$ cat src/rtl/dfs_maze_carver_defines.svh
// assertion macros used by the maze carver datapath
`ifndef DFS_MAZE_CARVER_DEFINES_SVH
`define DFS_MAZE_CARVER_DEFINES_SVH

`ifndef ASSERT_OFF

// same-cycle implication, checked out of reset
`define DFS_ASSERT(lbl, clk, rst_n, ante, cons) \
	lbl: assert property (@(posedge clk) disable iff (!rst_n) (ante) |-> (cons)) \
		else $error("dfs assertion failed");

// next-cycle implication, checked out of reset
`define DFS_ASSERT_NEXT(lbl, clk, rst_n, ante, cons) \
	lbl: assert property (@(posedge clk) disable iff (!rst_n) (ante) |=> (cons)) \
		else $error("dfs assertion failed");

`else

`define DFS_ASSERT(lbl, clk, rst_n, ante, cons)
`define DFS_ASSERT_NEXT(lbl, clk, rst_n, ante, cons)

`endif

`endif

$ cat src/rtl/dfs_pkg.sv
// shared types, constants and the direction-order table of the maze carver
`default_nettype none

package dfs_pkg;

	localparam int CODE_W = 5;
	localparam int CFG_W  = 7;
	localparam int FROM_W = 6;
	localparam int DIR_W  = 2;
	localparam int SIZE_W = 9;
	localparam int POS_W  = 3;

	localparam logic [CODE_W-1:0] CODE_COUNT = 5'd24;
	localparam logic [POS_W-1:0]  POS_END    = 3'd4;
	localparam logic [CFG_W-1:0]  CFG_RESET  = 7'd64;

	localparam logic [DIR_W-1:0] DIR_NORTH = 2'd0;
	localparam logic [DIR_W-1:0] DIR_SOUTH = 2'd1;
	localparam logic [DIR_W-1:0] DIR_EAST  = 2'd2;
	localparam logic [DIR_W-1:0] DIR_WEST  = 2'd3;

	localparam logic CFG_LEVEL_WIDTH  = 1'b0;
	localparam logic CFG_LEVEL_HEIGHT = 1'b1;

	typedef struct packed {
		logic start;
		logic resume;
		logic advance;
		logic pop;
		logic load_top;
		logic push;
		logic finish;
		logic clear_step;
	} dfs_cmd_t;

	typedef struct packed {
		logic depth_zero;
		logic depth_one;
		logic pos_done;
		logic nbr_ok;
		logic visited;
		logic out_free;
		logic clear_last;
	} dfs_status_t;

	// direction at position pos of lexicographic permutation code of N,S,E,W
	function automatic logic [DIR_W-1:0] dir_at(input logic [CODE_W-1:0] code,
		input logic [1:0] pos);
		logic [4*DIR_W-1:0] perm;
		logic [DIR_W-1:0]   dir;
		case (code)
			5'd0:    perm = {DIR_NORTH, DIR_SOUTH, DIR_EAST, DIR_WEST};
			5'd1:    perm = {DIR_NORTH, DIR_SOUTH, DIR_WEST, DIR_EAST};
			5'd2:    perm = {DIR_NORTH, DIR_EAST, DIR_SOUTH, DIR_WEST};
			5'd3:    perm = {DIR_NORTH, DIR_EAST, DIR_WEST, DIR_SOUTH};
			5'd4:    perm = {DIR_NORTH, DIR_WEST, DIR_SOUTH, DIR_EAST};
			5'd5:    perm = {DIR_NORTH, DIR_WEST, DIR_EAST, DIR_SOUTH};
			5'd6:    perm = {DIR_SOUTH, DIR_NORTH, DIR_EAST, DIR_WEST};
			5'd7:    perm = {DIR_SOUTH, DIR_NORTH, DIR_WEST, DIR_EAST};
			5'd8:    perm = {DIR_SOUTH, DIR_EAST, DIR_NORTH, DIR_WEST};
			5'd9:    perm = {DIR_SOUTH, DIR_EAST, DIR_WEST, DIR_NORTH};
			5'd10:   perm = {DIR_SOUTH, DIR_WEST, DIR_NORTH, DIR_EAST};
			5'd11:   perm = {DIR_SOUTH, DIR_WEST, DIR_EAST, DIR_NORTH};
			5'd12:   perm = {DIR_EAST, DIR_NORTH, DIR_SOUTH, DIR_WEST};
			5'd13:   perm = {DIR_EAST, DIR_NORTH, DIR_WEST, DIR_SOUTH};
			5'd14:   perm = {DIR_EAST, DIR_SOUTH, DIR_NORTH, DIR_WEST};
			5'd15:   perm = {DIR_EAST, DIR_SOUTH, DIR_WEST, DIR_NORTH};
			5'd16:   perm = {DIR_EAST, DIR_WEST, DIR_NORTH, DIR_SOUTH};
			5'd17:   perm = {DIR_EAST, DIR_WEST, DIR_SOUTH, DIR_NORTH};
			5'd18:   perm = {DIR_WEST, DIR_NORTH, DIR_SOUTH, DIR_EAST};
			5'd19:   perm = {DIR_WEST, DIR_NORTH, DIR_EAST, DIR_SOUTH};
			5'd20:   perm = {DIR_WEST, DIR_SOUTH, DIR_NORTH, DIR_EAST};
			5'd21:   perm = {DIR_WEST, DIR_SOUTH, DIR_EAST, DIR_NORTH};
			5'd22:   perm = {DIR_WEST, DIR_EAST, DIR_NORTH, DIR_SOUTH};
			5'd23:   perm = {DIR_WEST, DIR_EAST, DIR_SOUTH, DIR_NORTH};
			default: perm = '0;
		endcase
		case (pos)
			2'd0:    dir = perm[7:6];
			2'd1:    dir = perm[5:4];
			2'd2:    dir = perm[3:2];
			default: dir = perm[1:0];
		endcase
		return dir;
	endfunction

endpackage

`default_nettype wire

$ cat src/rtl/dfs_ctrl.sv
// sequencer of the maze carver: accept, scan, pop, visited check, clear sweep
`default_nettype none

module dfs_ctrl (
	input  logic                clk,
	input  logic                arst_n,
	input  logic                in_valid,
	output logic                in_stall,
	input  dfs_pkg::dfs_status_t status,
	output dfs_pkg::dfs_cmd_t    cmd
);
	import dfs_pkg::*;

	localparam logic [2:0] ST_CLEAR = 3'd0;
	localparam logic [2:0] ST_IDLE  = 3'd1;
	localparam logic [2:0] ST_SCAN  = 3'd2;
	localparam logic [2:0] ST_LOAD  = 3'd3;
	localparam logic [2:0] ST_CHECK = 3'd4;

	logic [2:0] state_q;
	logic [2:0] state_d;

	always_comb begin
		cmd      = '0;
		state_d  = state_q;
		in_stall = 1'b1;
		case (state_q)
			ST_CLEAR: begin
				cmd.clear_step = 1'b1;
				if (status.clear_last) begin
					state_d = ST_IDLE;
				end
			end
			ST_IDLE: begin
				in_stall = 1'b0;
				if (in_valid) begin
					if (status.depth_zero) begin
						cmd.start = 1'b1;
					end else begin
						cmd.resume = 1'b1;
					end
					state_d = ST_SCAN;
				end
			end
			ST_SCAN: begin
				if (status.pos_done) begin
					if (status.depth_one) begin
						// last frame used up: report finished, then wipe the map
						if (status.out_free) begin
							cmd.finish = 1'b1;
							state_d    = ST_CLEAR;
						end
					end else begin
						cmd.pop = 1'b1;
						state_d = ST_LOAD;
					end
				end else begin
					cmd.advance = 1'b1;
					if (status.nbr_ok) begin
						state_d = ST_CHECK;
					end
				end
			end
			ST_LOAD: begin
				cmd.load_top = 1'b1;
				state_d      = ST_SCAN;
			end
			ST_CHECK: begin
				if (status.visited) begin
					state_d = ST_SCAN;
				end else if (status.out_free) begin
					cmd.push = 1'b1;
					state_d  = ST_IDLE;
				end
			end
			default: begin
				state_d = ST_CLEAR;
			end
		endcase
	end

	always_ff @(posedge clk or negedge arst_n) begin
		if (!arst_n) begin
			state_q <= ST_CLEAR;
		end else begin
			state_q <= state_d;
		end
	end

endmodule

`default_nettype wire

$ cat config.mk
export PLATFORM = sky130hd
export DESIGN_NAME = dfs_ctrl
export DESIGN_NICKNAME = d
export VERILOG_FILES = /design/src/rtl/dfs_maze_carver_defines.svh /design/src/rtl/dfs_pkg.sv /design/src/rtl/dfs_ctrl.sv
export SDC_FILE = /design/constraint.sdc
export NUM_CORES = 1
export LEC_CHECK = 0
export ABC_AREA = 1
export BUFFER_PORTS_ARGS = -buffer_cell sky130_fd_sc_hd__buf_2
export CAP_MARGIN = 20
export CORE_AREA = 2 2 39 41
export CTS_BUF_LIST = sky130_fd_sc_hd__clkbuf_2 sky130_fd_sc_hd__clkbuf_4 sky130_fd_sc_hd__clkbuf_8
export DETAILED_ROUTE_END_ITERATION = 6
export DIE_AREA = 0 0 41 43
export PLACE_DENSITY_LB_ADDON = 0.12
export SLEW_MARGIN = 20
export SYNTH_ARGS = -nofsm -noshare
export SYNTH_HDL_FRONTEND = slang
export SYNTH_SLANG_ARGS = --single-unit
$ cat constraint.sdc
create_clock -name clk -period 1.4 [get_ports clk]
set_input_delay 0.07 -clock clk [delete_from_list [all_inputs] [get_ports clk]]
set_output_delay 0.07 -clock clk [all_outputs]
set_load 0.05 [all_outputs]
# Word-level counts from Yosys, hierarchy flattened
# Cells that the tools add are included.
# classes
n_eq_ne	9
mux	26
reduce_logical	2
# op_table
op	n
two-way mux 3 bit	8
one-hot mux 3 bit (5 select lines)	1
two-way mux 1 bit	14
equality test 3 x 2 -> 1 bit, second input constant	2
two-way mux 2 bit	3
inequality test 3 bit, second input constant	2
AND reduction 5 bit	1
inequality test 2 bit, second input constant	2
inequality test 4 bit, second input constant	1
equality test 3 x 1 -> 1 bit, second input constant	1
equality test 3 bit, second input constant	1
logical NOT 3 bit	1
# totals
ff_bits	3
out_inout_bits	9
word_cells	38

# Logic depth before layout (Yosys ltp)
# Gate-level depths: netlist of the first run.
# logic_depth
ltp_word	4
depth_mapped	7

# Worst setup path after synthesis of the first run
# No wires, ideal clock.
# synth_timing
path_kind	register to output
startpoint	reg state_q[2]
endpoint	out cmd[6] in the netlist's numbering
arrival_time_ns	2.075
required_ns	1.330
path_slack_ns	-0.745
stages_incl_launch_ff	4
n_path_buf	0
cell_sequence	dfrtp_1 nor2_1 nand2_1 nor3_1
# synth_lines
item	line	text
start: declaration	dfs_ctrl.sv:20	logic [2:0] state_q;
start signal: assignment	dfs_ctrl.sv:86	state_q <= state_d;
end: declaration	dfs_ctrl.sv:10	output dfs_pkg::dfs_cmd_t cmd

==> results of run 1 <==
==> metrics by stage <==
step                      instance area [sq um]  worst slack, ns  instances  setup TNS [ns]  hold slack, ns
after CTS                                   518           0.0113         88               0          0.0961
final                                       577           0.0460         94               0          0.0956
after global placement                      438           0.0947         82               0          -0.132
after floorplan                             328          -0.0221         48         -0.0425          -0.226
after detailed placement                    438           0.0933         82               0          -0.129
after global routing                        577          -0.0350         94         -0.0502           0.118
==> cell usage in the layout (no fill, tap or decap) <==
cell type and count:
dfrtp_2 2, a31oi_1 1, nand2_1 8, nor2_2 3
clkinv_4 1, nor2_4 5, clkbuf_4 5, nand3b_1 1
nand4_1 5, inv_1 7, nor3_4 1, nand2_2 1
or2_1 1, dlygate4sd3_1 1, nand2_4 1, buf_6 3
inv_2 1, nand3_1 6, buf_2 12, dfrtp_1 1
buf_4 9, nor2_1 3
==> path summary, 6_finish.rpt <==
kind	from	endpoint	slack (ns)	cells past startpoint
worst min-delay path	status[1]	state_q[2]	0.1	4
worst min register to register	state_q[2]	state_q[2]	0.64	2
min in group asynchronous	arst_n	state_q[0]	0.15	2
worst max-delay path	state_q[2]	cmd[1]	0.05	4
worst max register to register	state_q[2]	state_q[0]	0.08	7
max in group asynchronous	arst_n	state_q[1]	1.12	2
==> repair_timing <==
| action | 4_1_cts | 5_1_grt |
|---|---|---|
| setup endpoints to repair | 8 | 6 |
| hold endpoints to repair | 3 | 0 |
| hold buffers | 1 | 0 |
| buffers inserted | 1 | 6 |
| pin swaps | 1 | 6 |
| resized for setup | 11 | 6 |
==> routing by layer <==
metal | routed length (um) | share of wire (%)
met1 | 377 | 41
met2 | 448 | 49
met3 | 58 | 6.4
met4 | 24 | 2.6
met5 | 0 | 0
==> cells by family (layout without fill, tap and decap cells) <==
family | count (synthesis) | after routing
AND/OR/NAND/NOR | 35 | 35
buffers and inverters | 9 | 39
flip-flops | 3 | 3
AO/OA/AOI/OAI | 1 | 1
==> power by group <==
| group | internal (W) | switching, W | leakage [nW] | total, W |
|---|---|---|---|---|
| combinational | 0.000283 | 0.000554 | 0.259 | 0.000836 |
| clock | 0.000127 | 0.0000519 | 0.0184 | 0.000179 |
| sequential | 0.000126 | 0.0000570 | 0.0358 | 0.000183 |
==> worst reg2reg max path: cells and delay by family (launching register included) <==
family | cells | cell delay [ns]
buffers and inverters | 1 | 0.16
DFF | 1 | 0.45
and+or+nand+nor | 6 | 0.57
==> cells in the mapped netlist, drive strengths merged <==
master / instances / share of area, %
dfrtp: 3 / 26
or2: 1 / 2.1
nor3: 1 / 1.7
nand3: 6 / 10
inv: 9 / 12
nand3b: 1 / 2.6
nand2: 10 / 14
nand4: 5 / 11
nor2: 11 / 19
a31oi: 1 / 2.1
==> area by class of cell <==
type	count	area, sq um	area share [%]
Multi-Input combinational cell	36	231	40.1
Timing Repair Buffer	26	179	31.0
Clock buffer	4	30.0	5.21
Sequential cell	3	77.6	13.4
Inverter	9	38.8	6.72
Tap cell	16	20.0	3.47
==> impl_results.md, run 1 <==
- Grt met3 use: 3.66%
- Ys Warns: 0
- Root buf cell: clkbuf_4
- Clk slew on worst S/H paths: 0.04 ns
- Least-Margin Pin Slew: 0.249 ns
- CP peak stage delay: 0.45 ns
- Slew HR: 83.5%
- Avg Vias per Cell: 4.44
- Critical Path Fanout Max: 5
- Outcome: finished, final reports clean
- Final hold vios: 0
- Power Total: 0.00120 W
- Mapped Cells: 48
- Min cycle time layout: 1.35 ns
- Area Overhead vs Synth: 97.9%
- Final Cycle Share: 96.7%
- Setup Skew: 0.00466 ns
- Leading registers by flop count: state_q (3)
- Crit-path cells: nor2_4 > nand4_1 > nor2_2 > buf_6
- Inserted Diodes: 0
- Std-Cell Core Area: 0.00138 sq mm
- Nets: 89
- Total GRT Usage: 12.6%
- FF+latch count, synth: 3
- Die area: 0.00176 sq mm
- Worst VDD drop: 1.08 mV
- Final HPWL DP: 676 um
- I/O pins: 19
- Routed len/inst: 9.67 um
- Synth Area in Simple Gates: 60.5%
- Clk_lat worst skew: 0.24 ns
- Class of the most critical hold timing path: in2reg
- GR Overflow Total: 0
- Port buffer count: 18
- Post-Synth Adder-Cell Area: 0%
- Pins over their slew limit: 0
- Post-layout util: 41.7%
- Worst EP required: 1.33 ns
- Syn Std Cell Area: 292 sq um
- CP arrival: 1.28 ns
- CTS tree: built
- Startpoint Class: flip-flop
- Slowest-stage cell, CP: dfrtp_2
- Max Clk Rate: 0.739 GHz
- Syn Nets: 58
- Max_cap viols: 0
- Largest net degree at the start of global routing: 9
- Final setup viols: 0
- DRT iter0 DRCs: 2
- Met2 global-route usage: 18.1%
- Avg Cell Area, Syn: 6.07 sq um
- H-tree levels: 1
- Clk buf depth: 2
- CP Capture Type: output pin
- DRC: 0
- RSZ-0062 raised after global routing: yes
- Starting density of the core: 21.1%
- Largest family of logic cells by synthesized area: simple AND/OR/NAND/NOR gates
- Initial antenna violation count: 0
- DR pass1 iterations: 4
- Height of the die: 43 um
- Fill cell count: 157
- Most used routing layer in global routing: met2
- Sequential share of the synthesized area: 25.8%
- Layout cells sized above 1: 56.4%
- Netlist cell types: 14
- First-pass GRT wire length: 1440 um
- Antenna-violating nets left: 0
- Clock sink total: 3
- RePlAce Congestion: 0.680
- Power Density: 2080 mW/mm^2
- Vias: 417
- Crit path buf inv count: 1
- Post-Route WL: 909 um
- Max FFs per register: 3
- Synth Area in Compound Gates: 2.15%
- Top delay family on crit path: flip-flops
- Top reg by flops: state_q
- CTS buffer count: 3
- Mux contribution to synthesized area: 0%
- XOR/XNOR Fraction of Synth Area: 0%
- Worst setup path class: reg2out
- Lkg Pwr: 0.313 nW
- Vias in the first global route: 379
- Site Rows: 14
- GRT met1 Usage: 14.6%
- DIE WIDTH: 41 um
Power figures use the tool's default switching activity.
==> inputs of run 2 (changes only) <==
--- a/config.mk
+++ b/config.mk
@@ -9,7 +9,7 @@
 export BUFFER_PORTS_ARGS = -buffer_cell sky130_fd_sc_hd__buf_2
 export CAP_MARGIN = 20
 export CORE_AREA = 2 2 39 41
-export CTS_BUF_LIST = sky130_fd_sc_hd__clkbuf_2 sky130_fd_sc_hd__clkbuf_4 sky130_fd_sc_hd__clkbuf_8
+export CTS_BUF_LIST = sky130_fd_sc_hd__clkbuf_2
 export DETAILED_ROUTE_END_ITERATION = 6
 export DIE_AREA = 0 0 41 43
 export PLACE_DENSITY_LB_ADDON = 0.12
==> run 2 against run 1 <==
Against the previous run: clock skew increased by 0.0050 ns; final cell count unchanged; fmax increased by 0.93%; largest power group unchanged; largest cell class unchanged; highest routed layer unchanged; critical path type unchanged.
==> impl_results.md, run 2 (same netlist as run 1, synthesis figures left out) <==
- Initial antenna violation count: 0 (unchanged)
- CP Capture Type: output pin
- Clk slew on worst S/H paths: 0.05 ns (about the same)
- Die area: 0.00176 sq mm (unchanged)
- RePlAce Congestion: 0.680 (unchanged)
- Least-Margin Pin Slew: 0.249 ns (+0.000138 ns)
- Worst setup path class: reg2out
- DIE WIDTH: 41 um (unchanged)
- Area Overhead vs Synth: 94.4%
- Outcome: finished, final reports clean
- Cell internal pwr: 0.000484 W (-9.7%)
- Top delay family on crit path: flip-flops
- Inserted Diodes: 0 (unchanged)
- DRC: 0 (unchanged)
- Slew HR: 83.5% (about the same)
- Port buffer count: 18 (unchanged)
- H-tree levels: 1 (unchanged)
- Crit path buf inv count: 1 (unchanged)
- Routed len/inst: 9.69 um (+0.22%)
- Max FFs per register: 3 (unchanged)
- Total GRT Usage: 12.6% (unchanged)
- Vias in the first global route: 375 (-1.1%)
- DRT iter0 DRCs: 9 (+7)
- I/O pins: 19 (unchanged)
- Slowest-stage cell, CP: dfrtp_2
- Std-Cell Core Area: 0.00138 sq mm (unchanged)
- Layout cells sized above 1: 57.7% (+1.3 points)
- Clock power share: 11.3% (-3.6 points)
- Power Total: 0.00115 W (-4.3%)
- Pins over their slew limit: 0 (unchanged)
- Final hold vios: 0 (unchanged)
- Worst EP required: 1.33 ns (about the same)
- DR pass1 iterations: 2 (-2)
- Reg power frac: 15.9% (+0.6 points)
- Switching share of total power: 57.8% (+2.5 points)
- Post-Route WL: 911 um (+0.22%)
- Lkg Pwr: 0.312 nW (-0.32%)
- Clock sink total: 3 (unchanged)
- Placed Area: 438 sq um (unchanged)
- Final Cycle Share: 95.8% (-0.90 points)
- Largest net degree at the start of global routing: 9 (unchanged)
- Power Density: 2020 mW/mm^2 (-2.6%)
- Starting density of the core: 21.1% (unchanged)
- First-pass GRT wire length: 1440 um (unchanged)
- Nets: 89 (unchanged)
- Dpl cells: 82 (unchanged)
- Clk buf depth: 2 (unchanged)
- Final HPWL DP: 676 um (unchanged)
- Leading registers by flop count: state_q (3)
- Sum Neg Setup Slack: 0 ns (unchanged)
- Max_cap viols: 0 (unchanged)
- Avg Vias per Cell: 4.37 (-1.4%)
- Critical Path Fanout Max: 5 (unchanged)
- Min cycle time layout: 1.34 ns (-0.0125 ns)
- Worst VDD drop: 1.07 mV (-1.1%)
- GR Overflow Total: 0 (unchanged)
- Root buf cell: clkbuf_2
- Fill cell count: 159 (+1.3%)
- Sw Pwr: 0.000663 W (about the same)
- Commonest non-fill, non-tap cell in the layout: buf_2
- Height of the die: 43 um (unchanged)
- Combinational fraction of design power: 72.9% (+3.1 points)
- Most frequent cells in the layout: buf_2, buf_4, nand2_1, inv_1, nand3_1
- Site Rows: 14 (unchanged)
- CTS tree: built
- Clk_lat worst skew: 0.22 ns (-0.02 ns)
- Class of the most critical hold timing path: in2reg
- Crit-path cells: nor2_4 > nand4_1 > nor2_2 > buf_6
- Antenna-violating nets left: 0 (unchanged)
- CP peak stage delay: 0.46 ns (about the same)
- Top reg by flops: state_q
- Post-Layout Inst Area: 567 sq um (-1.7%)
- CP arrival: 1.27 ns (about the same)
- Final setup viols: 0 (unchanged)
- RSZ-0062 raised after global routing: yes
- Layout Cells excl Fill: 94 (unchanged)
- CTS buffer count: 3 (unchanged)
- Max Clk Rate: 0.745 GHz (+0.93%)
- Setup Skew: 0.00966 ns (+0.00500 ns)
- Startpoint Class: flip-flop
- Vias: 411 (-1.4%)
- Post-layout util: 41.0% (-0.72 points)
## run 2: changes by cell type in the layout (fill, tap and decap cells not counted), sizes merged
cell,previous run,this run
clkinv,1,0
inv,8,9
## run 2: per-stage QoR
stage               setup slack, ns  hold slack [ns]
floorplan                   -0.0221           -0.226
global placement             0.0947           -0.132
detailed placement           0.0933           -0.129
CTS                         0.00334            0.113
global route                -0.0250            0.132
finish                       0.0586            0.114
## run 2: final cells by class
class / count / area [sq um] / area share, %
tap: 16 / 20.0 / 3.53
sequential: 3 / 77.6 / 13.7
clock buffer: 4 / 20.0 / 3.53
inverter: 9 / 36.3 / 6.40
multi-input combinational: 36 / 234 / 41.3
timing repair buffer: 26 / 179 / 31.6
## run 2: per-layer routing
layer | global-route usage, % | wire length (um) | vias up
met5 | 0 | 0 | -
met4 | 10.0 | 23 | 0
met2 | 18.1 | 449 | 15
met3 | 3.66 | 60 | 3
li1 | - | - | 218
met1 | 14.6 | 378 | 175
## run 2: power by group through the flow
stage / clock (W) / combinational [W] / sequential [W]
2_1_floorplan: 0 / 0.000569 / 0.000153
3_3_place_gp: 0 / 0.000714 / 0.000160
3_5_place_dp: 0 / 0.000700 / 0.000160
4_1_cts: 0.000133 / 0.000735 / 0.000171
5_1_grt: 0.000143 / 0.000909 / 0.000187
6_report: 0.000129 / 0.000835 / 0.000182
## run 2: worst paths after layout
kind | depth (start not counted) | from | slack [ns] | endpoint
worst max-delay path | 4 | state_q[2] | 0.06 | cmd[1]
worst min-delay path | 4 | status[1] | 0.11 | state_q[2]
worst max register to register | 7 | state_q[2] | 0.10 | state_q[0]
worst min register to register | 3 | state_q[1] | 0.64 | state_q[2]
max in group asynchronous | 2 | arst_n | 1.09 | state_q[1]
min in group asynchronous | 2 | arst_n | 0.17 | state_q[0]
## run 2: worst min-delay path, delay by kind of cell
family	cells	cell delay, ns
simple gates	3	0.15
buf+inv	1	0.09
## run 2: what timing repair did
action | 4_1_cts | 5_1_grt
pin swaps | 0 | 7
hold buffers | 1 | 0
resized for setup | 9 | 8
endpoints found under the hold margin | 3 | 0
setup endpoints to repair | 8 | 8
buffers inserted | 0 | 7
